**src/dda_pkg.sv**
```systemverilog
`timescale 1ns / 1ps
`default_nettype none

package dda_pkg;

  localparam int COORD_BITS = 6;
  localparam int FRAC_BITS  = 16;

  localparam int DIFF_W     = COORD_BITS + 1;
  localparam int QUOT_W     = FRAC_BITS + 1;
  localparam int INC_W      = FRAC_BITS + 2;
  localparam int ACC_W      = COORD_BITS + 1 + FRAC_BITS;
  localparam int DIV_STEPS  = FRAC_BITS + 1;
  localparam int DIV_CNT_W  = $clog2(DIV_STEPS);
  localparam int IN_DATA_W  = ((4 * COORD_BITS + 7) / 8) * 8;
  localparam int OUT_DATA_W = ((2 * COORD_BITS + 7) / 8) * 8;

  typedef logic signed [COORD_BITS-1:0] coord_t;

  typedef struct packed {
    logic load;
    logic div_step;
    logic div_first;
    logic apply;
    logic emit;
  } dda_cmd_t;

  typedef struct packed {
    logic steps_zero;
    logic cnt_zero;
    logic out_free;
  } dda_status_t;

endpackage

`default_nettype wire

```
**src/dda_ctrl.sv**
```systemverilog
`timescale 1ns / 1ps
`default_nettype none

module dda_ctrl (
  input  wire                  clk_i,
  input  wire                  rst_ni,
  input  wire                  in_valid_i,
  output logic                 in_ready_o,
  input  dda_pkg::dda_status_t status_i,
  output dda_pkg::dda_cmd_t    cmd_o
);

  import dda_pkg::*;

  typedef enum logic [1:0] {
    ST_IDLE,
    ST_DIV,
    ST_APPLY,
    ST_EMIT
  } state_e;

  localparam logic [DIV_CNT_W-1:0] DivLast = DIV_CNT_W'(DIV_STEPS - 1);

  state_e               state_q, state_d;
  logic [DIV_CNT_W-1:0] div_cnt_q, div_cnt_d;

  always_comb begin
    state_d   = state_q;
    div_cnt_d = div_cnt_q;
    cmd_o     = '0;
    unique case (state_q)
      ST_IDLE: begin
        if (in_valid_i) begin
          cmd_o.load = 1'b1;
          div_cnt_d  = '0;
          state_d    = ST_DIV;
        end
      end
      ST_DIV: begin
        if (status_i.steps_zero) begin
          state_d = ST_EMIT;
        end else begin
          cmd_o.div_step  = 1'b1;
          cmd_o.div_first = (div_cnt_q == '0);
          div_cnt_d       = div_cnt_q + 1'b1;
          if (div_cnt_q == DivLast) begin
            state_d = ST_APPLY;
          end
        end
      end
      ST_APPLY: begin
        cmd_o.apply = 1'b1;
        state_d     = ST_EMIT;
      end
      ST_EMIT: begin
        if (status_i.out_free) begin
          cmd_o.emit = 1'b1;
          if (status_i.cnt_zero) begin
            state_d = ST_IDLE;
          end
        end
      end
      default: state_d = ST_IDLE;
    endcase
  end

  assign in_ready_o = (state_q == ST_IDLE);

  always_ff @(posedge clk_i or negedge rst_ni) begin
    if (!rst_ni) begin
      state_q   <= ST_IDLE;
      div_cnt_q <= '0;
    end else begin
      state_q   <= state_d;
      div_cnt_q <= div_cnt_d;
    end
  end

endmodule

`default_nettype wire

```
**src/dda_datapath.sv**
```systemverilog
`timescale 1ns / 1ps
`default_nettype none

module dda_datapath (
  input  wire                  clk_i,
  input  wire                  rst_ni,
  input  dda_pkg::dda_cmd_t    cmd_i,
  output dda_pkg::dda_status_t status_o,
  input  dda_pkg::coord_t      start_x_i,
  input  dda_pkg::coord_t      start_y_i,
  input  dda_pkg::coord_t      end_x_i,
  input  dda_pkg::coord_t      end_y_i,
  input  wire                  out_ready_i,
  output logic                 out_valid_o,
  output dda_pkg::coord_t      pixel_x_o,
  output dda_pkg::coord_t      pixel_y_o,
  output logic                 last_point_o
);

  import dda_pkg::*;

  localparam logic [ACC_W-1:0] Half = ACC_W'(1) << (FRAC_BITS - 1);

  logic signed [DIFF_W-1:0] dx, dy;
  logic [COORD_BITS-1:0]    mag_x, mag_y, steps;

  logic [COORD_BITS-1:0]    steps_q, cnt_q;
  logic [COORD_BITS-1:0]    rem_x_q, rem_y_q;
  logic [QUOT_W-1:0]        quot_x_q, quot_y_q;
  logic                     neg_x_q, neg_y_q;
  logic signed [INC_W-1:0]  inc_x_q, inc_y_q;
  logic signed [ACC_W-1:0]  acc_x_q, acc_y_q;
  logic                     out_valid_q;
  coord_t                   pixel_x_q, pixel_y_q;
  logic                     last_q;

  logic [COORD_BITS:0]      trial_x, trial_y, div_x, div_y;
  logic                     ge_x, ge_y;
  logic [ACC_W-1:0]         rnd_x, rnd_y;

  assign dx    = DIFF_W'(end_x_i) - DIFF_W'(start_x_i);
  assign dy    = DIFF_W'(end_y_i) - DIFF_W'(start_y_i);
  assign mag_x = dx[DIFF_W-1] ? COORD_BITS'(-dx) : COORD_BITS'(dx);
  assign mag_y = dy[DIFF_W-1] ? COORD_BITS'(-dy) : COORD_BITS'(dy);
  assign steps = (mag_x > mag_y) ? mag_x : mag_y;

  assign div_x   = {1'b0, steps_q};
  assign div_y   = {1'b0, steps_q};
  assign trial_x = cmd_i.div_first ? {1'b0, rem_x_q} : {rem_x_q, 1'b0};
  assign trial_y = cmd_i.div_first ? {1'b0, rem_y_q} : {rem_y_q, 1'b0};
  assign ge_x    = (trial_x >= div_x);
  assign ge_y    = (trial_y >= div_y);

  assign rnd_x = acc_x_q + Half - ACC_W'(acc_x_q[ACC_W-1]);
  assign rnd_y = acc_y_q + Half - ACC_W'(acc_y_q[ACC_W-1]);

  always_ff @(posedge clk_i) begin
    if (cmd_i.load) begin
      steps_q <= steps;
      rem_x_q <= mag_x;
      rem_y_q <= mag_y;
      neg_x_q <= dx[DIFF_W-1];
      neg_y_q <= dy[DIFF_W-1];
      acc_x_q <= {start_x_i[COORD_BITS-1], start_x_i, {FRAC_BITS{1'b0}}};
      acc_y_q <= {start_y_i[COORD_BITS-1], start_y_i, {FRAC_BITS{1'b0}}};
    end else if (cmd_i.emit && !status_o.cnt_zero) begin
      acc_x_q <= acc_x_q + {{(ACC_W-INC_W){inc_x_q[INC_W-1]}}, inc_x_q};
      acc_y_q <= acc_y_q + {{(ACC_W-INC_W){inc_y_q[INC_W-1]}}, inc_y_q};
    end
    if (cmd_i.div_step) begin
      rem_x_q  <= ge_x ? COORD_BITS'(trial_x - div_x) : COORD_BITS'(trial_x);
      rem_y_q  <= ge_y ? COORD_BITS'(trial_y - div_y) : COORD_BITS'(trial_y);
      quot_x_q <= {quot_x_q[QUOT_W-2:0], ge_x};
      quot_y_q <= {quot_y_q[QUOT_W-2:0], ge_y};
    end
    if (cmd_i.apply) begin
      inc_x_q <= neg_x_q ? -INC_W'(quot_x_q) : INC_W'(quot_x_q);
      inc_y_q <= neg_y_q ? -INC_W'(quot_y_q) : INC_W'(quot_y_q);
    end
    if (cmd_i.emit) begin
      pixel_x_q <= rnd_x[FRAC_BITS +: COORD_BITS];
      pixel_y_q <= rnd_y[FRAC_BITS +: COORD_BITS];
      last_q    <= status_o.cnt_zero;
    end
  end

  always_ff @(posedge clk_i or negedge rst_ni) begin
    if (!rst_ni) begin
      cnt_q       <= '0;
      out_valid_q <= 1'b0;
    end else begin
      if (cmd_i.load) begin
        cnt_q <= steps;
      end else if (cmd_i.emit && !status_o.cnt_zero) begin
        cnt_q <= cnt_q - 1'b1;
      end
      if (cmd_i.emit) begin
        out_valid_q <= 1'b1;
      end else if (out_ready_i) begin
        out_valid_q <= 1'b0;
      end
    end
  end

  assign status_o.steps_zero = (steps_q == '0);
  assign status_o.cnt_zero   = (cnt_q == '0);
  assign status_o.out_free   = !out_valid_q || out_ready_i;

  assign out_valid_o  = out_valid_q;
  assign pixel_x_o    = pixel_x_q;
  assign pixel_y_o    = pixel_y_q;
  assign last_point_o = last_q;

endmodule

`default_nettype wire

```
**src/dda_line_rasterizer.sv**
```systemverilog
`timescale 1ns / 1ps
`default_nettype none

// Line rasterizer: each request carries two endpoints and produces steps+1 points,
// steps being the larger of |dx| and |dy|, with tlast on the final point. A line
// is taken in, then the per-step increments are computed (a bit-serial divider
// yields one quotient bit a cycle for x and y together), the increments are
// signed, then one point per cycle comes from the accumulator pair while the
// output side is ready; a zero-length line skips the divider and the signing. A
// new request is taken as soon as the last point of the previous line is in the
// output register.

module dda_line_rasterizer (
  input  wire                             clk_i,
  input  wire                             rst_ni,
  input  wire                             s_axis_tvalid,
  output logic                            s_axis_tready,
  // start_x, start_y, end_x, end_y
  input  wire  [dda_pkg::IN_DATA_W-1:0]   s_axis_tdata,
  output logic                            m_axis_tvalid,
  input  wire                             m_axis_tready,
  // pixel_x, pixel_y, zero pad
  output logic [dda_pkg::OUT_DATA_W-1:0]  m_axis_tdata,
  output logic                            m_axis_tlast
);

  import dda_pkg::*;

  dda_cmd_t    cmd;
  dda_status_t status;
  coord_t      start_x, start_y, end_x, end_y;
  coord_t      pixel_x, pixel_y;

  assign start_x = s_axis_tdata[0*COORD_BITS +: COORD_BITS];
  assign start_y = s_axis_tdata[1*COORD_BITS +: COORD_BITS];
  assign end_x   = s_axis_tdata[2*COORD_BITS +: COORD_BITS];
  assign end_y   = s_axis_tdata[3*COORD_BITS +: COORD_BITS];

  dda_ctrl u_ctrl (
    .clk_i      (clk_i),
    .rst_ni     (rst_ni),
    .in_valid_i (s_axis_tvalid),
    .in_ready_o (s_axis_tready),
    .status_i   (status),
    .cmd_o      (cmd)
  );

  dda_datapath u_datapath (
    .clk_i        (clk_i),
    .rst_ni       (rst_ni),
    .cmd_i        (cmd),
    .status_o     (status),
    .start_x_i    (start_x),
    .start_y_i    (start_y),
    .end_x_i      (end_x),
    .end_y_i      (end_y),
    .out_ready_i  (m_axis_tready),
    .out_valid_o  (m_axis_tvalid),
    .pixel_x_o    (pixel_x),
    .pixel_y_o    (pixel_y),
    .last_point_o (m_axis_tlast)
  );

  assign m_axis_tdata = OUT_DATA_W'({pixel_y, pixel_x});

endmodule

`default_nettype wire

```
**config.mk**
```make
export PLATFORM = sky130hd
export DESIGN_NAME = dda_line_rasterizer
export DESIGN_NICKNAME = d
export VERILOG_FILES = /design/src/dda_pkg.sv /design/src/dda_ctrl.sv /design/src/dda_datapath.sv /design/src/dda_line_rasterizer.sv
export SDC_FILE = /design/constraint.sdc
export NUM_CORES = 1
export LEC_CHECK = 0
export ABC_CLOCK_PERIOD_IN_PS = 4800
export CAP_MARGIN = 20
export CORE_UTILIZATION = 30
export DETAILED_ROUTE_END_ITERATION = 10
export DONT_BUFFER_PORTS = 1
export SLEW_MARGIN = 5
export SYNTH_ARGS = -nofsm -noshare
export SYNTH_HDL_FRONTEND = slang
export SYNTH_SLANG_ARGS = --single-unit
```
**constraint.sdc**
```tcl
create_clock -name clk_i -period 4.8 [get_ports clk_i]
set_input_delay 0.48 -clock clk_i [delete_from_list [all_inputs] [get_ports clk_i]]
set_output_delay 0.48 -clock clk_i [all_outputs]
set_load 0.005 [all_outputs]
```
Word level (Yosys, flattened, before mapping). Index checks and enable logic that the tools add are counted.

Multiplexer cells: 37. Reduce and logical (&&, ||, !) cells: 14. Eq/ne operators: 9. Order comparisons: 3. $add $sub $neg: 16.

Operator list (count): $mux 23 (4); $mux 6 (11); $add 23x23->23 (2); $add 22x16->22 const B (2); $sub 22x1->22 (2); $neg 17->18 (2); $mux 17 (2); $ge 7x6->1 (2); $mux 2 (7); $mux 7 (2); $sub 6x6->7 (2); $logic_not 6->1 (2); $neg 6->6 (2); $sub 6x6->6 (2); $mux 5 (2); $pmux 5 s2 (1); $pmux 2 s4 (1); $reduce_bool 2->1 (4); $mux 1 (7); $gt 6x6->1 (1); $ne 2x2->1 const B (3); $sub 6x1->6 const B (1); $add 5x1->5 const B (1); $eq 5x5->1 const B (1); other kinds (11) (13).

Register bits after elaboration: 163. Logic and storage cells: 101. Bits of input ports: 28.

Logic depth before layout (Yosys ltp). Gate-level depths: netlist (run 1).

Depth after elaboration: 7. Gate-level depth with buffers: 18. Gate-level depth less buffers: 18.

Cells and area by module. Synthesis (run 1) repeated with hierarchy kept, for this count alone.

Cells, all modules: 1253. Area total of the unflattened synthesis: 12076.6 um^2.

By module, submodules not included: dda_datapath (area each 11508.5 um^2, instances 1, cells an instance 1196, sequential area each 4329.2 um^2); dda_ctrl (area each 534.3 um^2, instances 1, cells an instance 52, sequential area each 175.2 um^2); dda_line_rasterizer (area each 33.8 um^2, instances 1, cells an instance 5, sequential area each 0.0 um^2).

Worst setup path before layout (run 1). No wires, ideal clock.

Kind: input to register. Start point: input s_axis_tdata[12] in the netlist's numbering. End point: register u_datapath.cnt_q[2]. Slack: 1.048 ns. Cell stages on the path: 16. Arrival: 3.628 ns. Library setup time: 0.125 ns. Cells stage by stage: inv_1 > ha_1 > fa_1 > nor2b_1 > o21a_1 > o21a_1 > o22ai_2 > o21ai_0 > xor2_1 > inv_1 > ha_1 > nand3_1 > o21bai_1 > a21oi_1 > mux2_2 > mux2_2.

RTL lines: from (decl) (line dda_line_rasterizer.sv:19) `input wire [dda_pkg::IN_DATA_W-1:0] s_axis_tdata,`; $sub 6x6->7 (*) (line dda_datapath.sv:41) `assign dx = DIFF_W'(end_x_i) - DIFF_W'(start_x_i);`; named net u_datapath.dx[6] (line dda_datapath.sv:24) `logic signed [DIFF_W-1:0] dx, dy;`; $mux 6 (*) (line dda_datapath.sv:43) `assign mag_x = dx[DIFF_W-1] ? COORD_BITS'(-dx) : COORD_BITS'(dx);`; $gt 6x6->1 (line dda_datapath.sv:45) `assign steps = (mag_x > mag_y) ? mag_x : mag_y;`; $mux 6 (*) (line dda_datapath.sv:45); named net u_datapath.steps[2] (line dda_datapath.sv:25) `logic [COORD_BITS-1:0] mag_x, mag_y, steps;`; $mux 6 (*) (line dda_datapath.sv:92) `if (cmd_i.load) begin`; to (signal assigned) (line dda_datapath.sv:93) `cnt_q <= steps;`; to (signal assigned) (line dda_datapath.sv:95) `cnt_q <= cnt_q - 1'b1;`; to (decl) (line dda_datapath.sv:27) `logic [COORD_BITS-1:0] steps_q, cnt_q;`.

Mark *: on every way through the listed nets, which the timed path passes. The rest lies on a longest branch. A chain may end at the register's enable or synchronous reset.

Worst setup path in the final report (run 1).
Start point: register u_ctrl.state_q[1]. End point: register u_datapath.rem_y_q[0] (data pin).

Longest elaborated chain between the ends: 6.

RTL lines: from (decl) (line dda_ctrl.sv:24) `state_e state_q, state_d;`; from (signal assigned) (line dda_ctrl.sv:74) `state_q <= state_d;`; $eq 2x1->1 (*) (line dda_ctrl.sv:31) `unique case (state_q)`; $mux 2 (*) (line dda_ctrl.sv:31); $mux 7 (line dda_datapath.sv:50) `assign trial_y = cmd_i.div_first ? {1'b0, rem_y_q} : {rem_y_q, 1'b0};`; $sub 6x6->6 / $ge 7x6->1 (equally long branches) (line dda_datapath.sv:72, dda_datapath.sv:52); $mux 6 (line dda_datapath.sv:72) `rem_y_q <= ge_y ? COORD_BITS'(trial_y - div_y) : COORD_BITS'(trial_y);`; $mux 6 (*) (line dda_datapath.sv:70) `if (cmd_i.div_step) begin`; to (signal assigned) (line dda_datapath.sv:61) `rem_y_q <= mag_y;`; to (signal assigned) (line dda_datapath.sv:72); to (decl) (line dda_datapath.sv:28) `logic [COORD_BITS-1:0] rem_x_q, rem_y_q;`.

Every way passes the cells marked *; elsewhere a longest branch is shown, timed or not.

==> results of run 1 <==
## synth_stat cells, drive strengths merged, types with 20 or more instances
library cell  count  area share [%]
o21ai            64             2.8
dfxtp            32             5.5
mux2i            20             1.7
nor2b            20             1.1
xor2             36             2.7
xnor2            64             4.8
clkbuf           24            0.78
nor3             20            0.90
a21o             26             1.7
edfxtp          117              30
inv             103             3.3
ha              126              14
a21oi           103             4.5
nor2             86             2.8
nand2           133             4.3
nand3            36             1.6
## cells by family (layout without fill, tap and decap cells)
family / Yosys count / after routing / synth area share (%)
xor+xnor: 100 / 100 / 7.541
fa+ha+maj: 132 / 132 / 14.61
flops: 163 / 163 / 38.78
simple gates: 365 / 365 / 14.76
mux: 26 / 26 / 2.305
compound gates: 313 / 313 / 17.33
buf+inv: 138 / 151 / 4.633
other cells: 1 / 4 / 0.03229
## critical path: stages (launching register included)
cell      delay [ns]
dfrtp_1         0.42
inv_1           0.10
ha_1            0.40
nand2_1         0.15
or3_1           0.61
nand2_1         0.16
nand2_1         0.12
ha_1            0.30
nor2b_1         0.13
o21a_1          0.17
o21ai_0         0.20
a21oi_1         0.12
a311o_1         0.37
a21o_1          0.28
a211oi_1        0.27
a21oi_1         0.06
## metal layers
metal,vias to the layer above,track usage [%],share of wire (%)
met5,-,0,0
met4,0,4.017,1.8
met3,27,2.492,3.4
met2,137,22.71,47
met1,4108,17.44,47
li1,4452,-,-
## state kept, by name, indices dropped and copies added (netlist names), 2 cells and up
register              count
u_ctrl.div_cnt_q          5
u_ctrl.state_q            2
u_datapath.acc_x_q       23
u_datapath.acc_y_q       23
u_datapath.cnt_q          6
u_datapath.inc_x_q       18
u_datapath.inc_y_q       18
u_datapath.pixel_x_o      6
u_datapath.pixel_y_o      6
u_datapath.quot_x_q      17
u_datapath.quot_y_q      17
u_datapath.rem_x_q        6
u_datapath.rem_y_q        6
u_datapath.steps_q        6
## report_power, final
| group | switching, mW | internal, mW | total, mW | leakage, nW |
|---|---|---|---|---|
| combinational | 3.39 | 2.47 | 5.87 | 3.41 |
| sequential | 0.548 | 2.48 | 3.03 | 1.54 |
| clock | 0.636 | 0.794 | 1.43 | 0.299 |
## final cells by class
type / count / area (um^2) / area share [%]
inverters: 104 / 390.4 / 3.037
clock buffers: 17 / 425.4 / 3.310
clock inverters: 15 / 192.7 / 1.499
repair buffers: 15 / 115.1 / 0.8956
flip-flops and latches: 163 / 4504 / 35.05
multi-input cells: 940 / 6585 / 51.24
well taps: 511 / 639.4 / 4.975
## worst max-delay path by stage
stage / to / slack [ns] / cells past startpoint
after floorplan: u_datapath.cnt_q[2]$_DFFE_PN0P_ / 1.05 / 16
after global placement: u_datapath.rem_y_q[0]$_DFFE_PP_ / 0.86 / 15
after detailed placement: u_datapath.rem_y_q[0]$_DFFE_PP_ / 0.74 / 15
after CTS: u_datapath.rem_y_q[0]$_DFFE_PP_ / 0.71 / 15
after global routing: u_datapath.rem_y_q[0]$_DFFE_PP_ / 0.31 / 15
final: u_datapath.rem_y_q[0]$_DFFE_PP_ / 0.68 / 15
## placed cells by master, fill, tap and decap left out, types with 8 or more instances in the layout
cell type / Yosys / layout
nand2_1: 133 / 133
ha_1: 126 / 126
edfxtp_1: 117 / 117
inv_1: 103 / 103
a21oi_1: 102 / 102
nor2_1: 85 / 85
xnor2_1: 64 / 64
o21ai_0: 60 / 60
xor2_1: 36 / 36
nand3_1: 36 / 36
dfxtp_1: 32 / 32
a21o_1: 26 / 26
mux2i_1: 20 / 20
nor3_1: 19 / 19
nor2b_1: 20 / 19
clkbuf_16: 0 / 17
o21a_1: 15 / 15
o31ai_1: 15 / 15
nand2b_1: 15 / 15
buf_4: 4 / 14
dfrtp_1: 14 / 14
or3_1: 12 / 12
a211oi_1: 11 / 11
o22ai_1: 10 / 10
and3_1: 8 / 8
## through the flow
| stage | util (%) | hold WS, ns | setup WS, ns | total power, mW | instances |
|---|---|---|---|---|---|
| after floorplan | - | 0.1844 | 1.048 | 7.481 | 1241 |
| after global placement | 32.30 | 0.1848 | 0.8614 | 8.792 | 1732 |
| after detailed placement | 32.30 | 0.1847 | 0.7390 | 8.914 | 1732 |
| after CTS | 33.96 | 0.2505 | 0.7137 | 10.39 | 1765 |
| after global routing | 33.96 | 0.2506 | 0.3070 | 11.26 | 1765 |
| final | 33.96 | 0.2705 | 0.6767 | 10.33 | 1765 |
==> impl_results.md, run 1 <==
- Status: finished clean
- Main synth FF type: edfxtp_1
- Fin Clk Skew: approximately 0.018 ns
- Post-Layout Inst Area: approximately 0.013 mm^2
- Fill count: slightly below 4,000
- Vias in the first global route: between 8,000 and 9,000
- Share of cells above drive strength 1: about 5.7%
- Post-DP HPWL: about 20 mm
- Setup violators final: 0
- Wire length of the first global-routing pass: between 40 and 50 mm
- Via count: around 8,700
- I/O pin cnt: 47
- Avg WL per Cell: about 15 um
- DR vias/cell: around 4.9
- Initial core utilization: between 30 and 40%
- N_diodes: 0
- RR Endpoint: u_datapath.rem_y_q[0]$_DFFE_PP_
- Maximum vdd drop: just over 0.0003 V
- CTS tree: built
- Cells on worst reg2reg path: 15
- I/O Buffers: 0
- FMAX: between 200 and 250 MHz
- Crit path time final: approximately 4.1 ns
- Slew Viols, Final: 0
- RR Startpoint: u_ctrl.state_q[1]$_DFFE_PN0P_
- Leakage: about 5.3 nW
- Setup_tns: 0 ns
- RSZ-0062 raised after global routing: no
- Initial antenna violation count: 0
- Tcrit/Tclk final: 85.90%
- Max Cap Viol: 0
- Rel. slew slack: ~37%
- Pwr dens: ~800 mW/mm^2
- Cells after Synth: 1,238
- GPL Wtd Cong: 0.8462
- Grt total ovfl: 0
- Clock transition at the registers of the reported paths: ~0.070 ns
- Post-CTS Hold Buffers: 1
- Synth-to-Final Area Change: 10.67%
- Final hold viol count: 0
- Critical path class: reg2reg
- TritonRoute pass-1 iters: 5
- Post-CTS Repair Setup Buffers: 0
- Hold Path Sink: u_datapath.acc_x_q[21]$_DFFE_PP_
- R2R Setup Slk: 0.68 ns
- Post-DRT Antenna Nets: 0
- Post-synthesis cell type count: 72
- WP data arrival: between 4 and 5 ns
- DR iter-0 viols: roughly 460
- Synth async-reset ratio: under 10%
- Worst Hold Class: in2reg
- Seq/Total Area, Yosys: 38.78%
- CTS Buf Count: 17
- Max Root-Sink Buffers: 2
- Row cnt: 71
- Hold path start: s_axis_tdata[5]
- DIE AREA: between 0.03 and 0.04 mm^2
- Largest net degree at the start of global routing: 45
- CTS resizes: 0
- Warnings, synthesis: 0
- WHS Path Cells: 2
- H-Tree Depth: 4
- Core Box Area: between 0.03 and 0.04 mm^2
- Critical Path Source: u_ctrl.state_q[1]$_DFFE_PN0P_
- Req. time, crit path: roughly 5.0 ns
- All-Layer GR Usage: around 13%
- Worst-margin pin slew: between 0.9 and 1 ns
- DP Area: between 0.01 and 0.015 mm^2
- Final layout net count: between 1,000 and 1,500
- DIE HEIGHT: 198.8 um
- Post-Syn Area: 0.01161 mm^2
- Final WL: 25.91 mm
- Synthesized area per cell: roughly 9.4 um^2
- Clk Latency, worst-skew pair: 0.43 ns
- Yosys reg bits: about 160
- Worst setup EP type: register
- Critical path fanouts, max: 12
- Drt drc: 0
- Crit path launch type: register
- Die width: approximately 200 um
- Sink Count: around 160
- Root buf cell: clkbuf_16
- Number of flops mapped to enable cells by yosys: between 100 and 150
Note: power is estimated with default switching activity, not from simulation.
==> run 2: changes to the inputs <==
--- a/config.mk
+++ b/config.mk
@@ -10,6 +10,7 @@
 export CORE_UTILIZATION = 30
 export DETAILED_ROUTE_END_ITERATION = 10
 export DONT_BUFFER_PORTS = 1
+export PLACE_DENSITY_LB_ADDON = 0.05
 export SLEW_MARGIN = 5
 export SYNTH_ARGS = -nofsm -noshare
 export SYNTH_HDL_FRONTEND = slang
==> run 2 against run 1 <==
Setup slack lost 0.084 ns. Non-clock buffer count is the same. Sequential power is essentially flat. Clock power shrank 3%.
==> impl_results.md, run 2 (synthesis gave the netlist of run 1 again) <==
- RR Endpoint: u_datapath.rem_x_q[2]$_DFFE_PP_
- Maximum vdd drop: 0.0002896 V (-5.5%)
- Tcrit/Tclk final: 87.66% (+1.8 points)
- Drt drc: 0 (unchanged)
- Core Box Area: 0.03784 mm^2 (unchanged)
- CTS Buf Count: 17 (unchanged)
- Worst hold slack: 0.2736 ns (+0.003134 ns)
- DIE HEIGHT: 198.8 um (unchanged)
- Largest net degree at the start of global routing: 42 (-6.7%)
- Crit path launch type: register
- Root buf cell: clkbuf_16
- All-Layer GR Usage: 14.85% (+1.4 points)
- Final layout net count: 1,401 (unchanged)
- R2R Setup Slk: 0.59 ns (-0.08 ns)
- Max Cap Viol: 0 (unchanged)
- Worst-margin pin slew: 0.9184 ns (-0.02076 ns)
- Share of cells above drive strength 1: 5.662% (unchanged)
- DIE AREA: 0.03950 mm^2 (unchanged)
- FMAX: 237.7 MHz (-2.0%)
- Critical path fanouts, max: 12 (unchanged)
- Vias in the first global route: 8,355 (-2.9%)
- Pwr dens: 801.8 mW/mm^2 (-0.21%)
- Clock transition at the registers of the reported paths: 0.07 ns (about the same)
- Initial core utilization: 30.69% (unchanged)
- Die width: 198.8 um (unchanged)
- GPL Wtd Cong: 0.8070 (-4.6%)
- CTS tree: built
- Wire length of the first global-routing pass: 45.03 mm (+6.4%)
- WP data arrival: 4.38 ns (+0.08 ns)
- Most common cell after layout, fill and taps aside: nand2_1
- Status: finished clean
- Slew Viols, Final: 0 (unchanged)
- Worst setup path end: u_datapath.rem_x_q[2]$_DFFE_PP_
- DR vias/cell: 4.826 (-2.4%)
- Critical Path Source: u_ctrl.state_q[1]$_DFFE_PN0P_
- TritonRoute pass-1 iters: 6 (+1)
- Cells on worst reg2reg path: 15 (unchanged)
- DR iter-0 viols: 390 (-15%)
- Via count: 8,518 (-2.4%)
- Initial antenna violation count: 0 (unchanged)
- Grt total ovfl: 0 (unchanged)
- Rel. slew slack: 37.19% (-0.047 points)
- H-Tree Depth: 4 (unchanged)
- Clk Latency, worst-skew pair: 0.45 ns (+0.02 ns)
- Row cnt: 71 (unchanged)
- Worst setup EP type: register
- Setup_tns: 0 ns (unchanged)
- Final hold viol count: 0 (unchanged)
- Crit path time final: 4.208 ns (+0.08430 ns)
- Req. time, crit path: 4.97 ns (about the same)
- RR Startpoint: u_ctrl.state_q[1]$_DFFE_PN0P_
- N_diodes: 0 (unchanged)
- RSZ-0062 raised after global routing: no
- Avg WL per Cell: 15.93 um (+8.5%)
- Setup violators final: 0 (unchanged)
- Final WL: 28.11 mm (+8.5%)
- Most frequent cells in the layout: 133 x nand2_1, 125 x ha_1, 117 x edfxtp_1, 103 x inv_1, 102 x a21oi_1
- Post-DP HPWL: 21.50 mm (+8.7%)
- I/O Buffers: 0 (unchanged)
- Critical path class: reg2reg
- Max Root-Sink Buffers: 2 (unchanged)
- Leakage: 5.233 nW (-0.41%)
- Post-CTS Repair Setup Buffers: 0 (unchanged)
- Fin Clk Skew: 0.01232 ns (-0.005783 ns)
- I/O pin cnt: 47 (unchanged)
- Post-DRT Antenna Nets: 0 (unchanged)
- Synth-to-Final Area Change: 10.25%
- Top Registers: u_datapath.acc_x_q (23), u_datapath.acc_y_q (23)
- Sink Count: 163 (unchanged)
- Worst Hold Class: in2reg
-- run 2: changes by cell type in the layout (fill, tap and decap cells not counted), sizes merged --
cell,change
inv,-4
clkinv,+2
clkbuf,+1
clkinvlp,+1
-- run 2: power breakdown --
part / switching [mW] / internal, mW / total [mW]
combinational: 3.37 / 2.47 / 5.84
sequential: 0.563 / 2.48 / 3.04
clock: 0.620 / 0.763 / 1.38
-- run 2: worst max-delay path, cell delays in order, from the launching register on --
cell and delay, ns:
dfrtp_1 0.43, inv_1 0.09, ha_1 0.40, nand2_1 0.16, or3_1 0.63, nand2_1 0.17, nand2_1 0.12, ha_1 0.30
nor2b_1 0.13, o21ai_0 0.19, a21boi_0 0.14, o21ai_0 0.20, a21oi_1 0.13, a21oi_2 0.45, mux2i_1 0.28, a21oi_1 0.09
-- run 2: per-stage QoR --
step / total power [mW] / setup slack, ns / instances / area [um^2] / utilization (%)
after floorplan: 7.481 / 1.048 / 1241 / 11620 / -
after global placement: 9.024 / 0.5829 / 1732 / 12230 / 32.31
after detailed placement: 8.980 / 0.5111 / 1732 / 12230 / 32.31
after CTS: 10.41 / 0.5980 / 1765 / 12800 / 33.83
after global routing: 11.30 / 0.1959 / 1765 / 12800 / 33.83
final: 10.27 / 0.5924 / 1765 / 12800 / 33.83
-- run 2: how the worst min path moves through the flow --
stage,start,endpoint,slack (ns),cells after the start
after CTS,s_axis_tdata[5],u_datapath.acc_x_q[22]$_DFFE_PP_,0.26,2
after global routing,s_axis_tdata[0],u_datapath.acc_x_q[16]$_DFFE_PP_,0.27,2
after detailed placement,rst_ni,u_datapath.out_valid_o$_DFFE_PN0P_,0.18,0
final,s_axis_tdata[5],u_datapath.acc_x_q[22]$_DFFE_PP_,0.27,2
after floorplan,rst_ni,u_ctrl.div_cnt_q[0]$_DFFE_PN0P_,0.18,0
after global placement,rst_ni,u_datapath.out_valid_o$_DFFE_PN0P_,0.18,0
-- run 2: timing repair --
action | in CTS | in global routing
endpoints found under the hold margin | 14 | 0
hold buffers | 1 | 0
resized for setup | 0 | 0
-- run 2: final cells by class --
cell class                 instances  area (um^2)
sequential                       163         4504
clock inverter                    14        137.6
timing repair buffer              15        115.1
fill                            3943        25040
multi-input combinational        940         6588
clock buffer                      18        429.2
tap                              511        639.4
inverter                         104        390.4
-- run 2: routing by layer --
metal	GRT usage (%)	share of wire [%]	vias to the layer above
li1	-	-	4458
met1	20.04	51	3936
met2	23.79	45	93
met3	2.865	2.3	31
met4	4.644	2.0	0
met5	0	0	-
==> run 3: changes to the inputs <==
--- a/config.mk
+++ b/config.mk
@@ -10,6 +10,7 @@
 export CORE_UTILIZATION = 30
 export DETAILED_ROUTE_END_ITERATION = 10
 export DONT_BUFFER_PORTS = 1
+export MAX_ROUTING_LAYER = met4
 export PLACE_DENSITY_LB_ADDON = 0.05
 export SLEW_MARGIN = 5
 export SYNTH_ARGS = -nofsm -noshare
==> run 3 against run 2 <==
Register-to-register slack barely moved. Maximum frequency increased by 0.21%. Setup slack gained 0.0088 ns. Total power barely moved. Cell area unchanged. First-iteration DRC count increased by 3.8%. Via count grew 0.28%. Largest cell class unchanged. Highest routed layer unchanged. Sequential cell count is the same. Combinational power hardly changed. Global-route usage up 0.44 points. Wire length decreased by 0.23%. Clock power is essentially flat.
==> impl_results.md, run 3 (synthesis gave the netlist of run 1 again) <==
- Vias in the first global route: 8,358 (+0.036%)
- Clock share of power: 13.4% (about the same)
- Sequential share of power: 29.7% (about the same)
- RR Startpoint: u_ctrl.state_q[1]$_DFFE_PN0P_
- CP Cell Sequence: inv_1 -> ha_1 -> nand2_1 -> or3_1 -> nand2_1 -> nand2_1 -> ha_1 -> nor2b_1 -> o21ai_0 -> a21boi_0 -> o21ai_0 -> a21oi_1 -> a21oi_2 -> mux2i_1 -> a21oi_1
- Clk Latency, worst-skew pair: 0.45 ns (about the same)
- CTS resizes: 0 (unchanged)
- Leakage: 5.233 nW (unchanged)
- DR vias/cell: 4.840 (+0.28%)
- Critical path class: reg2reg
- Avg WL per Cell: 15.89 um (-0.23%)
- Via count: 8,542 (+0.28%)
- Worst Hold Class: in2reg
- Final layout net count: 1,401 (unchanged)
- I/O Buffers: 0 (unchanged)
- Post-CTS Repair Setup Buffers: 0 (unchanged)
- H-Tree Depth: 4 (unchanged)
- Final hold viol count: 0 (unchanged)
- Sw frac: 44.32% (about the same)
- Share of cells above drive strength 1: 5.662% (unchanged)
- Int Power: 5.712 mW (about the same)
- Maximum vdd drop: 0.0002885 V (-0.38%)
- Initial core utilization: 30.69% (unchanged)
- Worst-margin pin slew: 0.9301 ns (+0.01176 ns)
- Global Route met1 Usage: 20.03% (about the same)
- GPL Wtd Cong: 0.8187 (+1.4%)
- RR Endpoint: u_datapath.rem_x_q[2]$_DFFE_PP_
- Die width: 198.8 um (unchanged)
- Post-CTS Hold Buffers: 1 (unchanged)
- Synth-to-Final Area Change: 10.25% (unchanged)
- Wire length of the first global-routing pass: 45.02 mm (about the same)
- Worst setup margin: 0.6012 ns (+0.008810 ns)
- Critical Path Source: u_ctrl.state_q[1]$_DFFE_PN0P_
- R2R Setup Slk: 0.60 ns (about the same)
- Drt drc: 0 (unchanged)
- Initial antenna violation count: 0 (unchanged)
- Crit path time final: 4.199 ns (-0.008810 ns)
- DIE HEIGHT: 198.8 um (unchanged)
- N_diodes: 0 (unchanged)
- DIE AREA: 0.03950 mm^2 (unchanged)
- WHS Path Cells: 2 (unchanged)
- Hold path start: s_axis_tdata[5]
- Clock transition at the registers of the reported paths: 0.07 ns (about the same)
- Req. time, crit path: 4.97 ns (about the same)
- Setup_tns: 0 ns (unchanged)
- Worst setup EP type: register
- Pre-CTS worst setup slack: 0.5111 ns (unchanged)
- Status: finished clean
- Pwr dens: 801.3 mW/mm^2 (about the same)
- Largest net degree at the start of global routing: 42 (unchanged)
- Busiest grt layer: met2
- Root buf cell: clkbuf_16
- RSZ-0062 raised after global routing: no
- Post-DRT Antenna Nets: 0 (unchanged)
- Critical path fanouts, max: 12 (unchanged)
- FMAX: 238.2 MHz (+0.21%)
- Max Root-Sink Buffers: 2 (unchanged)
- CTS tree: built
- Logic gate share of total power: 56.9% (about the same)
- CTS Buf Count: 17 (unchanged)
- Setup violators final: 0 (unchanged)
- Cells on worst reg2reg path: 15 (unchanged)
- Tcrit/Tclk final: 87.47% (-0.18 points)
- Most frequent cells in the layout: 133 x nand2_1, 125 x ha_1, 117 x edfxtp_1, 103 x inv_1, 102 x a21oi_1
- Crit path launch type: register
- Slowest CP cell: or3_1
- All-Layer GR Usage: 15.29% (+0.44 points)
- Top Registers: u_datapath.acc_x_q (23), u_datapath.acc_y_q (23)
- GRT met3 Usage: 2.899% (+0.034 points)
- Max Cap Viol: 0 (unchanged)
- WP data arrival: 4.37 ns (about the same)
- CP peak stage delay: 0.63 ns (about the same)
- Fin Clk Skew: 0.01086 ns (-0.001453 ns)
- Post-DP HPWL: 21.50 mm (unchanged)
- Sink Count: 163 (unchanged)
- TritonRoute pass-1 iters: 4 (-2)
- Row cnt: 71 (unchanged)
- Met2 usage: 23.79% (unchanged)
- P_sw: 4.547 mW (-0.15%)
- Slew Viols, Final: 0 (unchanged)
- DR iter-0 viols: 405 (+3.8%)
- Most common cell after layout, fill and taps aside: nand2_1
- Final WL: 28.05 mm (-0.23%)
- CP most frequent cell: nand2_1
- Tot Pwr: 10.26 mW (about the same)
- Rel. slew slack: 37.71% (+0.52 points)
- Grt total ovfl: 0 (unchanged)
- I/O pin cnt: 47 (unchanged)
- Hold Path Sink: u_datapath.acc_x_q[22]$_DFFE_PP_
- Core Box Area: 0.03784 mm^2 (unchanged)
-- run 3: cell counts in the layout (fill, tap and decap cells not counted) --
Identical to the previous run, type by type.
-- run 3: worst max path at each step --
| stage | to | depth (start not counted) | slack [ns] |
|---|---|---|---|
| after floorplan | u_datapath.cnt_q[2]$_DFFE_PN0P_ | 16 | 1.05 |
| after global placement | u_datapath.rem_y_q[0]$_DFFE_PP_ | 15 | 0.58 |
| after detailed placement | u_datapath.cnt_q[2]$_DFFE_PN0P_ | 15 | 0.51 |
| after CTS | u_datapath.rem_x_q[2]$_DFFE_PP_ | 15 | 0.60 |
| after global routing | u_datapath.rem_x_q[4]$_DFFE_PP_ | 15 | 0.20 |
| final | u_datapath.rem_x_q[2]$_DFFE_PP_ | 15 | 0.60 |
-- run 3: area by class of cell --
cell class,instances,area [um^2]
Clock buffer,18,429.2
Clock inverter,14,137.6
Fill cell,3943,25040
Inverter,104,390.4
Multi-Input combinational cell,940,6588
Sequential cell,163,4504
Tap cell,511,639.4
Timing Repair Buffer,15,115.1
-- run 3: worst max-delay path, delay by kind of cell (launching register included) --
kind | cells | cell delay, ns
compound gates | 6 | 1.22
fa+ha+maj | 2 | 0.70
buf+inv | 1 | 0.09
flops | 1 | 0.43
mux | 1 | 0.28
simple gates | 5 | 1.21
-- run 3: routing by layer --
metal	vias to the layer above	share of wire [%]
li1	4457	-
met1	3956	50
met2	104	45
met3	25	2.5
met4	0	1.9
met5	-	0
-- run 3: power groups by stage --
stage | clock network, mW | registers, mW | logic [mW]
2_1_floorplan | 0 | 2.86 | 4.62
6_report | 1.38 | 3.04 | 5.84
4_1_cts | 1.43 | 3.06 | 5.92
3_5_place_dp | 0 | 3.09 | 5.89
3_3_place_gp | 0 | 3.09 | 5.93
5_1_grt | 1.48 | 3.15 | 6.67
-- run 3: stage by stage --
stage | instance area, um^2 | util [%] | std cells | hold slack (ns)
after floorplan | 11620 | - | 1241 | 0.1844
after global placement | 12230 | 32.31 | 1732 | 0.1849
after detailed placement | 12230 | 32.31 | 1732 | 0.1849
after CTS | 12800 | 33.83 | 1765 | 0.2615
after global routing | 12800 | 33.83 | 1765 | 0.2670
final | 12800 | 33.83 | 1765 | 0.2746
